===== src/rtl/skyline_atlas_allocator_macros.svh =====
// assertion helpers for the skyline atlas allocator
`ifndef SKYLINE_ATLAS_ALLOCATOR_MACROS_SVH
`define SKYLINE_ATLAS_ALLOCATOR_MACROS_SVH

// same-cycle implication, off while in reset
`define SAA_ASSERT_IMPL(label, clk, rst_n, ante, cons, msg) \
    label: assert property (@(posedge clk) disable iff (!rst_n) (ante) |-> (cons)) \
        else $error(msg);

// next-cycle implication, off while in reset
`define SAA_ASSERT_NEXT(label, clk, rst_n, ante, cons, msg) \
    label: assert property (@(posedge clk) disable iff (!rst_n) (ante) |=> (cons)) \
        else $error(msg);

`endif


===== src/rtl/saa_pkg.sv =====
`default_nettype none
package saa_pkg;

    // default geometry
    localparam int unsigned SAA_SHEETS       = 2;
    localparam int unsigned SAA_SHEET_WIDTH  = 256;
    localparam int unsigned SAA_SHEET_HEIGHT = 256;

    // fixed field widths
    localparam int unsigned SAA_IN_W  = 9;
    localparam int unsigned SAA_POS_W = 8;

    typedef enum logic [2:0] {
        ST_CLEAR,
        ST_IDLE,
        ST_SCAN,
        ST_DRAIN,
        ST_DECIDE,
        ST_WRITE,
        ST_RESULT
    } saa_state_t;

    typedef struct packed {
        logic idle;
        logic res_valid;
    } ctrl_stat_t;

    typedef struct packed {
        logic                 full;
        logic                 sheet;
        logic [SAA_POS_W-1:0] x;
        logic [SAA_POS_W-1:0] y;
    } res_t;

endpackage
`default_nettype wire


===== src/rtl/saa_ram.sv =====
`default_nettype none
module saa_ram #(
    parameter int unsigned WIDTH = 9,
    parameter int unsigned DEPTH = 512,
    localparam int unsigned AW = (DEPTH > 1) ? $clog2(DEPTH) : 1
) (
    input  wire logic             clk,
    input  wire logic             wr_en,
    input  wire logic [AW-1:0]    wr_addr,
    input  wire logic [WIDTH-1:0] wr_data,
    input  wire logic             rd_en,
    input  wire logic [AW-1:0]    rd_addr,
    output logic      [WIDTH-1:0] rd_data
);

    logic [WIDTH-1:0] mem [DEPTH];

    always_ff @(posedge clk)
    begin
        if (wr_en)
        begin
            mem[wr_addr] <= wr_data;
        end
        if (rd_en)
        begin
            rd_data <= mem[rd_addr];
        end
    end

endmodule
`default_nettype wire


===== src/rtl/saa_ctrl.sv =====
`default_nettype none
module saa_ctrl import saa_pkg::*; #(
    parameter int unsigned SHEETS       = SAA_SHEETS,
    parameter int unsigned SHEET_WIDTH  = SAA_SHEET_WIDTH,
    parameter int unsigned SHEET_HEIGHT = SAA_SHEET_HEIGHT,
    localparam int unsigned AW = $clog2(SHEETS * SHEET_WIDTH),
    localparam int unsigned HW = $clog2(SHEET_HEIGHT + 1)
) (
    input  wire logic                clk,
    input  wire logic                rst_n,
    input  wire logic                start,
    input  wire logic [SAA_IN_W-1:0] block_width,
    input  wire logic [SAA_IN_W-1:0] block_height,
    input  wire logic                res_take,
    output ctrl_stat_t               stat,
    output res_t                     res,
    output logic                     rd_en,
    output logic [AW-1:0]            rd_addr,
    input  wire logic [HW-1:0]       rd_data,
    output logic                     wr_en,
    output logic [AW-1:0]            wr_addr,
    output logic [HW-1:0]            wr_data
);

    localparam int unsigned DEPTH = SHEETS * SHEET_WIDTH;
    localparam int unsigned XW    = $clog2(SHEET_WIDTH);
    localparam int unsigned SIW   = (SHEETS > 1) ? $clog2(SHEETS) : 1;
    localparam int unsigned SUM_W = ((HW > SAA_IN_W) ? HW : SAA_IN_W) + 1;

    saa_state_t state_reg, state_next;

    logic [AW-1:0]       clr_reg;
    logic [SAA_IN_W-1:0] h_reg;
    logic [XW-1:0]       i_last_reg;
    logic [XW-1:0]       wm1_reg;
    logic [XW-1:0]       i_reg;
    logic [XW-1:0]       j_reg;
    logic [SIW-1:0]      sheet_reg;
    logic [AW-1:0]       base_reg;
    logic [HW-1:0]       level_reg;
    logic [XW-1:0]       spot_reg;
    logic                found_reg;
    logic                full_reg;
    logic [HW-1:0]       peak_reg;

    // tag of the read in flight
    logic                rd_valid_reg;
    logic                rd_first_reg;
    logic                rd_last_reg;
    logic [XW-1:0]       rd_i_reg;

    logic                too_wide;
    logic [SUM_W-1:0]    sum;
    logic                fits;
    logic                scan_wrap;
    logic                scan_end;
    logic                last_sheet;
    logic                clr_end;
    logic [HW-1:0]       pk;

    assign too_wide   = (block_width == '0) || (32'(block_width) >= SHEET_WIDTH);
    assign sum        = SUM_W'(level_reg) + SUM_W'(h_reg);
    assign fits       = found_reg && (sum <= SUM_W'(SHEET_HEIGHT));
    assign scan_wrap  = (j_reg == wm1_reg);
    assign scan_end   = scan_wrap && (i_reg == i_last_reg);
    assign last_sheet = (sheet_reg == SIW'(SHEETS - 1));
    assign clr_end    = (clr_reg == AW'(DEPTH - 1));
    assign pk         = (rd_first_reg || (rd_data > peak_reg)) ? rd_data : peak_reg;

    // next state
    always_comb
    begin
        state_next = state_reg;
        case (state_reg)
            ST_CLEAR:
            begin
                if (clr_end)
                begin
                    state_next = ST_IDLE;
                end
            end
            ST_IDLE:
            begin
                if (start)
                begin
                    state_next = too_wide ? ST_RESULT : ST_SCAN;
                end
            end
            ST_SCAN:
            begin
                if (scan_end)
                begin
                    state_next = ST_DRAIN;
                end
            end
            ST_DRAIN:
            begin
                state_next = ST_DECIDE;
            end
            ST_DECIDE:
            begin
                if (fits)
                begin
                    state_next = ST_WRITE;
                end
                else if (last_sheet)
                begin
                    state_next = ST_RESULT;
                end
                else
                begin
                    state_next = ST_SCAN;
                end
            end
            ST_WRITE:
            begin
                if (scan_wrap)
                begin
                    state_next = ST_RESULT;
                end
            end
            ST_RESULT:
            begin
                if (res_take)
                begin
                    state_next = ST_IDLE;
                end
            end
            default:
            begin
                state_next = ST_IDLE;
            end
        endcase
    end

    // outputs
    always_comb
    begin
        rd_en          = (state_reg == ST_SCAN);
        rd_addr        = base_reg + AW'(i_reg) + AW'(j_reg);
        wr_en          = (state_reg == ST_CLEAR) || (state_reg == ST_WRITE);
        wr_addr        = (state_reg == ST_CLEAR) ? clr_reg
                                                 : base_reg + AW'(spot_reg) + AW'(j_reg);
        wr_data        = (state_reg == ST_CLEAR) ? '0 : HW'(sum);
        stat.idle      = (state_reg == ST_IDLE);
        stat.res_valid = (state_reg == ST_RESULT);
        res.full       = full_reg;
        res.sheet      = full_reg ? 1'b0 : 1'(sheet_reg);
        res.x          = full_reg ? '0 : SAA_POS_W'(spot_reg);
        res.y          = full_reg ? '0 : SAA_POS_W'(level_reg);
    end

    always_ff @(posedge clk or negedge rst_n)
    begin
        if (!rst_n)
        begin
            state_reg    <= ST_CLEAR;
            clr_reg      <= '0;
            rd_valid_reg <= 1'b0;
        end
        else
        begin
            state_reg    <= state_next;
            rd_valid_reg <= (state_reg == ST_SCAN);
            if (state_reg == ST_CLEAR)
            begin
                clr_reg <= clr_reg + AW'(1);
            end
        end
    end

    always_ff @(posedge clk)
    begin
        rd_first_reg <= (j_reg == '0);
        rd_last_reg  <= scan_wrap;
        rd_i_reg     <= i_reg;

        // window max, judged when its last column arrives
        if (rd_valid_reg)
        begin
            peak_reg <= pk;
            if (rd_last_reg && (pk < level_reg))
            begin
                level_reg <= pk;
                spot_reg  <= rd_i_reg;
                found_reg <= 1'b1;
            end
        end

        case (state_reg)
            ST_IDLE:
            begin
                if (start)
                begin
                    h_reg      <= block_height;
                    i_last_reg <= XW'(SHEET_WIDTH - 1 - 32'(block_width));
                    wm1_reg    <= XW'(32'(block_width) - 1);
                    sheet_reg  <= '0;
                    base_reg   <= '0;
                    i_reg      <= '0;
                    j_reg      <= '0;
                    level_reg  <= HW'(SHEET_HEIGHT);
                    found_reg  <= 1'b0;
                    full_reg   <= too_wide;
                end
            end
            ST_SCAN:
            begin
                if (scan_wrap)
                begin
                    j_reg <= '0;
                    i_reg <= i_reg + XW'(1);
                end
                else
                begin
                    j_reg <= j_reg + XW'(1);
                end
            end
            ST_DECIDE:
            begin
                if (fits)
                begin
                    j_reg    <= '0;
                    full_reg <= 1'b0;
                end
                else if (last_sheet)
                begin
                    full_reg <= 1'b1;
                end
                else
                begin
                    sheet_reg <= sheet_reg + SIW'(1);
                    base_reg  <= base_reg + AW'(SHEET_WIDTH);
                    i_reg     <= '0;
                    j_reg     <= '0;
                    level_reg <= HW'(SHEET_HEIGHT);
                    found_reg <= 1'b0;
                end
            end
            ST_WRITE:
            begin
                j_reg <= j_reg + XW'(1);
            end
            default:
            begin
            end
        endcase
    end

endmodule
`default_nettype wire


===== src/rtl/skyline_atlas_allocator.sv =====
`default_nettype none
`include "skyline_atlas_allocator_macros.svh"
// Skyline rectangle allocator over SHEETS atlas sheets of SHEET_WIDTH x
// SHEET_HEIGHT texels. Every column keeps its filled height in one
// synchronous RAM of SHEETS*SHEET_WIDTH entries. A request beat gives a
// block width and height; the sheets are tried in order, and in each the
// window of block_width columns is slid over start positions 0 to
// SHEET_WIDTH-block_width-1, keeping the first position with the lowest
// window maximum. On a fit the window columns are raised and the result
// beat gives sheet, x and y; otherwise full_res is set and the other
// fields are zero. One request is in work at a time. The scan reads one
// column per cycle through the single RAM read port; a placement then
// writes the block_width window columns, and the result is handed off
// before the return to idle. Widths of zero or of SHEET_WIDTH and above
// are answered without a scan. After reset the RAM is cleared one column
// per cycle, during which in_stall stays high. A finished result sits in
// an output register, so the next request is taken while it waits.
module skyline_atlas_allocator import saa_pkg::*; #(
    parameter int unsigned SHEETS       = SAA_SHEETS,
    parameter int unsigned SHEET_WIDTH  = SAA_SHEET_WIDTH,
    parameter int unsigned SHEET_HEIGHT = SAA_SHEET_HEIGHT
) (
    input  wire logic                 clk,
    input  wire logic                 rst_n,
    input  wire logic                 in_valid,
    output logic                      in_stall,
    input  wire logic [SAA_IN_W-1:0]  block_width,
    input  wire logic [SAA_IN_W-1:0]  block_height,
    output logic                      out_valid,
    input  wire logic                 out_stall,
    output logic                      sheet_index,
    output logic [SAA_POS_W-1:0]      pos_x,
    output logic [SAA_POS_W-1:0]      pos_y,
    output logic                      full_res
);

    localparam int unsigned DEPTH = SHEETS * SHEET_WIDTH;
    localparam int unsigned AW    = $clog2(DEPTH);
    localparam int unsigned HW    = $clog2(SHEET_HEIGHT + 1);

    // column height RAM port
    logic          rd_en;
    logic [AW-1:0] rd_addr;
    logic [HW-1:0] rd_data;
    logic          wr_en;
    logic [AW-1:0] wr_addr;
    logic [HW-1:0] wr_data;

    ctrl_stat_t stat;
    res_t       res;
    logic       start;
    logic       res_take;

    // output register
    logic out_valid_reg, out_valid_next;
    res_t out_reg;

    // a request beat is taken only when the sequencer is idle
    assign in_stall = !stat.idle;
    assign start    = in_valid && !in_stall;

    // result moves on when the output register is empty or being drained
    assign res_take = stat.res_valid && (!out_valid_reg || !out_stall);

    saa_ram #(
        .WIDTH (HW),
        .DEPTH (DEPTH)
    ) u_ram (
        .clk     (clk),
        .wr_en   (wr_en),
        .wr_addr (wr_addr),
        .wr_data (wr_data),
        .rd_en   (rd_en),
        .rd_addr (rd_addr),
        .rd_data (rd_data)
    );

    saa_ctrl #(
        .SHEETS       (SHEETS),
        .SHEET_WIDTH  (SHEET_WIDTH),
        .SHEET_HEIGHT (SHEET_HEIGHT)
    ) u_ctrl (
        .clk          (clk),
        .rst_n        (rst_n),
        .start        (start),
        .block_width  (block_width),
        .block_height (block_height),
        .res_take     (res_take),
        .stat         (stat),
        .res          (res),
        .rd_en        (rd_en),
        .rd_addr      (rd_addr),
        .rd_data      (rd_data),
        .wr_en        (wr_en),
        .wr_addr      (wr_addr),
        .wr_data      (wr_data)
    );

    always_comb
    begin
        if (res_take)
        begin
            out_valid_next = 1'b1;
        end
        else if (out_stall)
        begin
            out_valid_next = out_valid_reg;
        end
        else
        begin
            out_valid_next = 1'b0;
        end
    end

    always_ff @(posedge clk or negedge rst_n)
    begin
        if (!rst_n)
        begin
            out_valid_reg <= 1'b0;
        end
        else
        begin
            out_valid_reg <= out_valid_next;
        end
    end

    always_ff @(posedge clk)
    begin
        if (res_take)
        begin
            out_reg <= res;
        end
    end

    assign out_valid   = out_valid_reg;
    assign sheet_index = out_reg.sheet;
    assign pos_x       = out_reg.x;
    assign pos_y       = out_reg.y;
    assign full_res    = out_reg.full;

    // the RAM port is never asked to read and write in the same cycle
    `SAA_ASSERT_IMPL(a_rd_wr_excl, clk, rst_n, rd_en, !wr_en, "read and write overlap")

    // a full answer carries no placement
    `SAA_ASSERT_IMPL(a_full_zero, clk, rst_n, out_valid && full_res,
        !sheet_index && (pos_x == '0) && (pos_y == '0), "full result with placement")

    // once a request is taken the block is busy with it
    `SAA_ASSERT_NEXT(a_busy_after_start, clk, rst_n, start, in_stall, "idle after request")

endmodule
`default_nettype wire

===== config.mk =====
export PLATFORM = sky130hd
export DESIGN_NAME = skyline_atlas_allocator
export DESIGN_NICKNAME = d
export VERILOG_FILES = /design/src/rtl/saa_pkg.sv /design/src/rtl/saa_ram.sv /design/src/rtl/saa_ctrl.sv /design/src/rtl/skyline_atlas_allocator.sv
export VERILOG_INCLUDE_DIRS = /design/src /design/src/rtl
export SDC_FILE = /design/constraint.sdc
export NUM_CORES = 2
export LEC_CHECK = 0
export BUFFER_PORTS_ARGS = -buffer_cell sky130_fd_sc_hd__buf_2
export CAP_MARGIN = 20
export CORE_ASPECT_RATIO = 1.4
export CORE_MARGIN = 4
export CORE_UTILIZATION = 45
export DETAILED_ROUTE_END_ITERATION = 8
export SETUP_SLACK_MARGIN = 0.3
export SLEW_MARGIN = 20
export SYNTH_ARGS = -nofsm -noshare
export SYNTH_HDL_FRONTEND = slang
export SYNTH_HIERARCHICAL = 1
export SYNTH_MEMORY_MAX_BITS = 65536
export SYNTH_SLANG_ARGS = --single-unit

===== constraint.sdc =====
create_clock -name clk -period 51.5 [get_ports clk]
set_clock_uncertainty 0.15 [all_clocks]
set_input_delay 5.15 -clock clk [delete_from_list [all_inputs] [get_ports clk]]
set_output_delay 5.15 -clock clk [all_outputs]
set_load 0.02 [all_outputs]

# Word level (Yosys, flattened, before mapping)
# Memories as Yosys holds them, arrays and structs flattened. A register that Yosys moved wholly into a read port is not among the register bits.
# Cells that the tools add are included.
[totals]
out_inout_bits = 20
ff_bits = 121
romBits = 0
ramBits = 4608
latchBits = 0
in_bits = 22
n_memories = 1
[memory_table]
columns = ["name", "depth", "word_bits", "rd", "rd_clocked_by_memory_dff", "write_ports", "line_no", "text"]
rows = [
  ["u_ram.mem", 512, 9, 1, 1, 1, "saa_ram.sv:16", "logic [WIDTH-1:0] mem [DEPTH];"],
]
[classes]
magnitude_cmp = 4
n_addsub = 12
eq_ne = 20
div_mod_pow = 0
mul = 0
n_reduce_logical = 26
muxes = 48
n_bitwise = 0
shifts = 0
[ops]
columns = ["operator", "count"]
rows = [
  ["$mux 9", 11],
  ["$mux 8", 6],
  ["$add 9x8->9", 4],
  ["$pmux 9 s2", 2],
  ["$pmux 8 s4", 1],
  ["$mux 3", 8],
  ["$pmux 8 s3", 1],
  ["$pmux 3 s7", 1],
  ["$add 8x1->8 const B", 2],
  ["$eq 8x8->1", 2],
  ["$mux 1", 15],
  ["$ne 2x1->1 const B", 7],
  ["$add 9x9->10", 1],
  ["$le 10x9->1 const B", 1],
  ["$reduce_and 5->1", 2],
  ["$add 9x1->9 const B", 1],
  ["$add 9x9->9 const B", 1],
  ["$eq 3x3->1 const B", 3],
  ["$eq 9x9->1 const B", 1],
  ["$ge 9x9->1 const B", 1],
  ["$gt 9x9->1", 1],
  ["$logic_not 9->1", 1],
  ["$lt 9x9->1", 1],
  ["$reduce_and 3->1", 3],
  ["19 further kinds", 33],
]

# Longest topological paths before layout
[depth]
word_depth = 10
depth_mapped = 18
mapped_depth_nobuf = 15

# Modules after synthesis
# Netlist, hierarchy kept.
[by_module_without_submodules]
columns = ["module", "seq_area_each_um2", "cells_each", "instances", "area_per_inst_um2"]
rows = [
  ["saa_ram", 138643.0, 8888, 1, 179704.9],
  ["saa_ctrl", 2527.4, 539, 1, 5719.2],
  ["skyline_atlas_allocator", 565.5, 23, 1, 594.3],
]

# Least setup slack after synthesis
# Ideal clock, no wire load.
[synth_path]
path_kind = "register -> register"
start = "register u_ctrl.level_reg[0]"
end = "memory u_ram.mem[0][6] (data pin)"
path_buffers = 0
setup_slack_ps = 34671
arrival_time_ps = 13982
setup_time_ps = 2697
path_stages_with_launch = 9
cell_sequence = "dfxtp_1 > ha_1 > inv_1 > fa_1 > nor2b_1 > o2111ai_1 > nand3b_1 > xor2_1 > nor2b_1"
[synth_via]
elab_chain_cells = 2
[synth_lines]
columns = ["item", "line_no", "text"]
rows = [
  ["start: declaration", "saa_ctrl.sv:40", "logic [HW-1:0] level_reg;"],
  ["start signal: assignment", "saa_ctrl.sv:184", "level_reg <= pk;"],
  ["start signal: assignment", "saa_ctrl.sv:202", "level_reg <= HW'(SHEET_HEIGHT);"],
  ["start signal: assignment", "saa_ctrl.sv:236", "level_reg <= HW'(SHEET_HEIGHT);"],
  ["$add 9x9->10", "saa_ctrl.sv:62", "assign sum = SUM_W'(level_reg) + SUM_W'(h_reg);"],
  ["$mux 9", "saa_ctrl.sv:144", "wr_data = (state_reg == ST_CLEAR) ? '0 : HW'(sum);"],
  ["net wr_data[6]", "skyline_atlas_allocator.sv:47", "logic [HW-1:0] wr_data;"],
  ["end: declaration", "saa_ram.sv:16", ""],
]
# The timed path passes the listed nets, and every way through them passes these cells.

# Final worst setup path
[layout_path]
start = "register u_ctrl.j_reg[0]"
end = "register u_ram.rd_data[7] (read register of u_ram.mem) (data pin)"
[layout_via]
elab_chain_cells = 1
[layout_lines]
columns = ["item", "line_no", "text"]
rows = [
  ["start: declaration", "saa_ctrl.sv:37", "logic [XW-1:0] j_reg;"],
  ["start signal: assignment", "saa_ctrl.sv:216", "j_reg <= j_reg + XW'(1);"],
  ["start signal: assignment", "saa_ctrl.sv:242", "j_reg <= j_reg + XW'(1);"],
  ["$add 9x8->9", "saa_ctrl.sv:140", "rd_addr = base_reg + AW'(i_reg) + AW'(j_reg);"],
  ["net rd_addr[0]", "skyline_atlas_allocator.sv:43", "logic [AW-1:0] rd_addr;"],
  ["end: declaration", "saa_ram.sv:13", "output logic [WIDTH-1:0] rd_data"],
]
# The timed path passes the listed nets, and every way through them passes these cells.
# A chain may end at the register's enable or synchronous reset.

==> run summary <==
The horizontal die dimension came out at ~550 µm. The multi-input combinational cells in the finished layout cover a total of roughly 0.041 mm². The count of vias placed by the detailed router came out at between 90000 and 100k. The setup TNS came out at 0 ns.

Yosys attributes the largest share of cell area to sky130_fd_sc_hd__edfxtp_1 76%, sky130_fd_sc_hd__mux4_2 9.0%, sky130_fd_sc_hd__mux2i_1 4.7%. The area enclosed by the die boundary is between 0.4 and 0.5 mm². The critical path in this run is classified as reg2reg.

The leftover overflow at the end of global routing is 0. The DRC violation count after routing is 0. The number of global-route vias before repair came to ~95000. The clock period minus worst slack came out at approximately 9.6 ns. In this run, CTS created clock tree buffers numbering between 400 and 500. Of all flip-flops after synthesis, the portion carrying an async set or reset was less than 1%. In this run the tightest slew margin relative to its limit is 21.4%. The worst setup margin is roughly 42 ns. The number of hold buffers added after CTS came out at 0. The data required time at the worst endpoint is 52.03 ns. In the synthesized netlist the dominant register cell turns out to be sky130_fd_sc_hd__edfxtp_1.

The register area is about 0.14 mm². The area growth from synthesis to layout is 10.8%. The proportion of synthesized chip area in sequential cells came out at between 70% and 80%. 42 I/O pins were placed. The largest total area in the synthesized netlist belongs to sky130_fd_sc_hd__edfxtp_1.

The wire length of the first global-routing pass came out at between 700000 and 800000 µm. In this run the tool buffered the top-level ports with a little over 40 buffer cells. The highest layer touched by signal routing is met5. The number of setup buffers added after CTS is 0.

The detail-routed net length per standard cell is 32.7 µm. The number of synthesis warnings is 6. The detail route stage leaves a number of antenna-violating nets equal to 0.

The total placed instance area is roughly 0.19 mm². Entering global routing, the biggest net connects 203 pins. The final max-slew violation count is 0. The synthesized design contains between 4000 and 5000 enable-type register cells. The area fraction of the dominant cell type after synthesis is about three quarters. The critical-path maximum fanout came out at 54. The most common library cell in the layout ignoring fill and taps is sky130_fd_sc_hd__edfxtp_1.

The largest register by flop count is u_ram/mem. The worst setup path is launched from a register. The number of endpoints failing setup at the final stage is 0. The number of antenna violations at the first check in global routing was 34. For this configuration, the core starts out at a cell density of between 40% and 50%.

The pre-CTS worst setup slack came out at ~42 ns. The number of placement rows came out at roughly 280. The clock slew seen by the registers of the worst setup and hold paths is ~0.07 ns. The slew at the pin closest to its max-slew limit came out at ~1.2 ns. Gates resized during post-CTS repair numbered 0. The library cells used most frequently in the layout, excluding fill and tap cells, are 4695 x sky130_fd_sc_hd__edfxtp_1, 880 x sky130_fd_sc_hd__mux2i_1, 747 x sky130_fd_sc_hd__mux4_2, 642 x sky130_fd_sc_hd__nor2_1, 440 x sky130_fd_sc_hd__clkbuf_16.

The via count normalized by instance count is between 6 and 7. The flip-flop count of the largest register, all copies and words added came out at 4608. The maximum clock frequency is 0.104 GHz. The flow ran to the end, and the final reports show no timing, DRC or antenna violations.

The number of fill cells is between 30000 and 40000. The number of max-cap violations came out at 0. Averaged over all synthesized cells, the footprint is 19.7 µm².

Synthesis instantiated 75 different standard cells from the library. For this run, the post-layout net count is just under 10000. After detailed routing, the total wire length is 504000 µm. The global-route usage over all layers is about a quarter. The TritonCTS sink count came out at 4729. The endpoint type of the worst setup path is a register.

The DRC violation total after the first TritonRoute iteration came out at between 10000 and 15000. The signal arrival time at the worst endpoint came out at approximately 10 ns. Measured along the y axis, the die boundary spans slightly below 800 µm. The net count after synthesis is approximately 9500. The total number of H-tree levels came out at 5. The routed metal-1 wire length is between 150000 and 200000 µm. Of the cells placed in the final design, the portion with a size suffix greater than 1 is between 10% and 20%. The first-pass detailed-route iteration total came out at 8. The floorplan step defined a core boundary enclosing 0.412 mm². The cell area after synthesis came out at about 0.19 mm². The buffer type at the clock tree root is sky130_fd_sc_hd__clkbuf_16. The HPWL after detailed placement is 313000 µm. The instance count of the mapped netlist is between 9000 and 10000. The final instance area came out at 0.206 mm². The CTS tree is built. The routability-driven placement congestion ratio is 0.891.

The register bit count reported by yosys is around 4700. The share of the clock period used by the worst path after layout is around a fifth. The worst hold margin came out at around 0.25 ns. After detailed routing, the met3 layer carries around 35000 µm of wire. The routed design uses roughly 260000 µm of met2 wire. The clock passes through at most 4 buffers. Setup repair after global routing left no endpoint under its margin.

In this run the worst hold path is classified as reg2reg. The source-to-sink clock delay at the later pin of the worst-skew pair is 0.96 ns. The final-report hold violation count is 0.
layout make-up:
cell class	instances	area share [%]
Inverter	49	0.0935
Clock inverter	284	1.31
Clock buffer	515	5.48
Multi-Input combinational cell	4100	20.0
Tap cell	5479	3.33
Sequential cell	4729	68.8
Timing Repair Buffer	258	0.998
Antenna cell	29	0.0352
per-layer routing:
layer / GRT usage [%] / up-vias
li1: - / 39400
met1: 29.2 / 50300
met2: 40.2 / 4026
met3: 3.65 / 869
met4: 10.9 / 6
met5: 0 / -
worst paths after layout:
check                              startpoint             endpoint  slack, ns  cells past startpoint
min in group asynchronous               rst_n  u_ctrl/rd_valid_reg       3.97                      1
hold reg to reg            u_ctrl/rd_i_reg[3]   u_ctrl/spot_reg[3]       0.25                      0
hold / removal             u_ctrl/rd_i_reg[3]   u_ctrl/spot_reg[3]       0.25                      0
max in group asynchronous               rst_n  u_ctrl/state_reg[0]      46.91                      1
setup reg to reg              u_ctrl/j_reg[0]     u_ram/rd_data[7]      41.87                     14
setup / recovery              u_ctrl/j_reg[0]     u_ram/rd_data[7]      41.87                     14
per-stage QoR:
stage,util (%),instances
floorplan,-,9450
global placement,46.6,14600
detailed placement,46.6,14600
CTS,50.0,15400
global route,50.0,15400
finish,50.0,15400
critical path, cell delays in order (launching register included):
cell,delay (ns)
sky130_fd_sc_hd__edfxtp_1,0.54
sky130_fd_sc_hd__ha_4,0.87
sky130_fd_sc_hd__buf_4,0.79
sky130_fd_sc_hd__buf_4,0.82
sky130_fd_sc_hd__buf_4,0.78
sky130_fd_sc_hd__buf_4,0.73
sky130_fd_sc_hd__buf_4,0.81
sky130_fd_sc_hd__buf_4,0.87
sky130_fd_sc_hd__buf_4,0.74
sky130_fd_sc_hd__mux4_2,0.60
sky130_fd_sc_hd__o22ai_1,0.45
sky130_fd_sc_hd__a22oi_1,0.21
sky130_fd_sc_hd__nand4_1,0.16
sky130_fd_sc_hd__nand2_1,0.17
sky130_fd_sc_hd__o2111a_1,0.31
cell families (layout without fill, tap and decap cells):
logic type	Yosys count	count (layout)	synth area share, %
fa+ha+maj	66	66	0.456
simple gates	1130	1130	2.69
compound gates	1182	1182	4.47
mux	1660	1660	14.0
buf+inv	621	1106	1.91
flops	4729	4729	76.2
other cells	0	29	0
xor+xnor	62	62	0.292
cells in the mapped netlist (all sizes together), types with 57 or more instances:
library cell  instances
edfxtp             4695
mux2i               880
mux4                747
nor2                664
o221ai              431
buf                 323
clkbuf              249
a21oi               233
o22ai               194
o21ai               161
nand2               154
nand4                74
ha                   63
nor3                 57
Power is left out: the tool's default activity adds up to more than one toggle a clock period on the data nets, which glitch-free logic cannot reach.
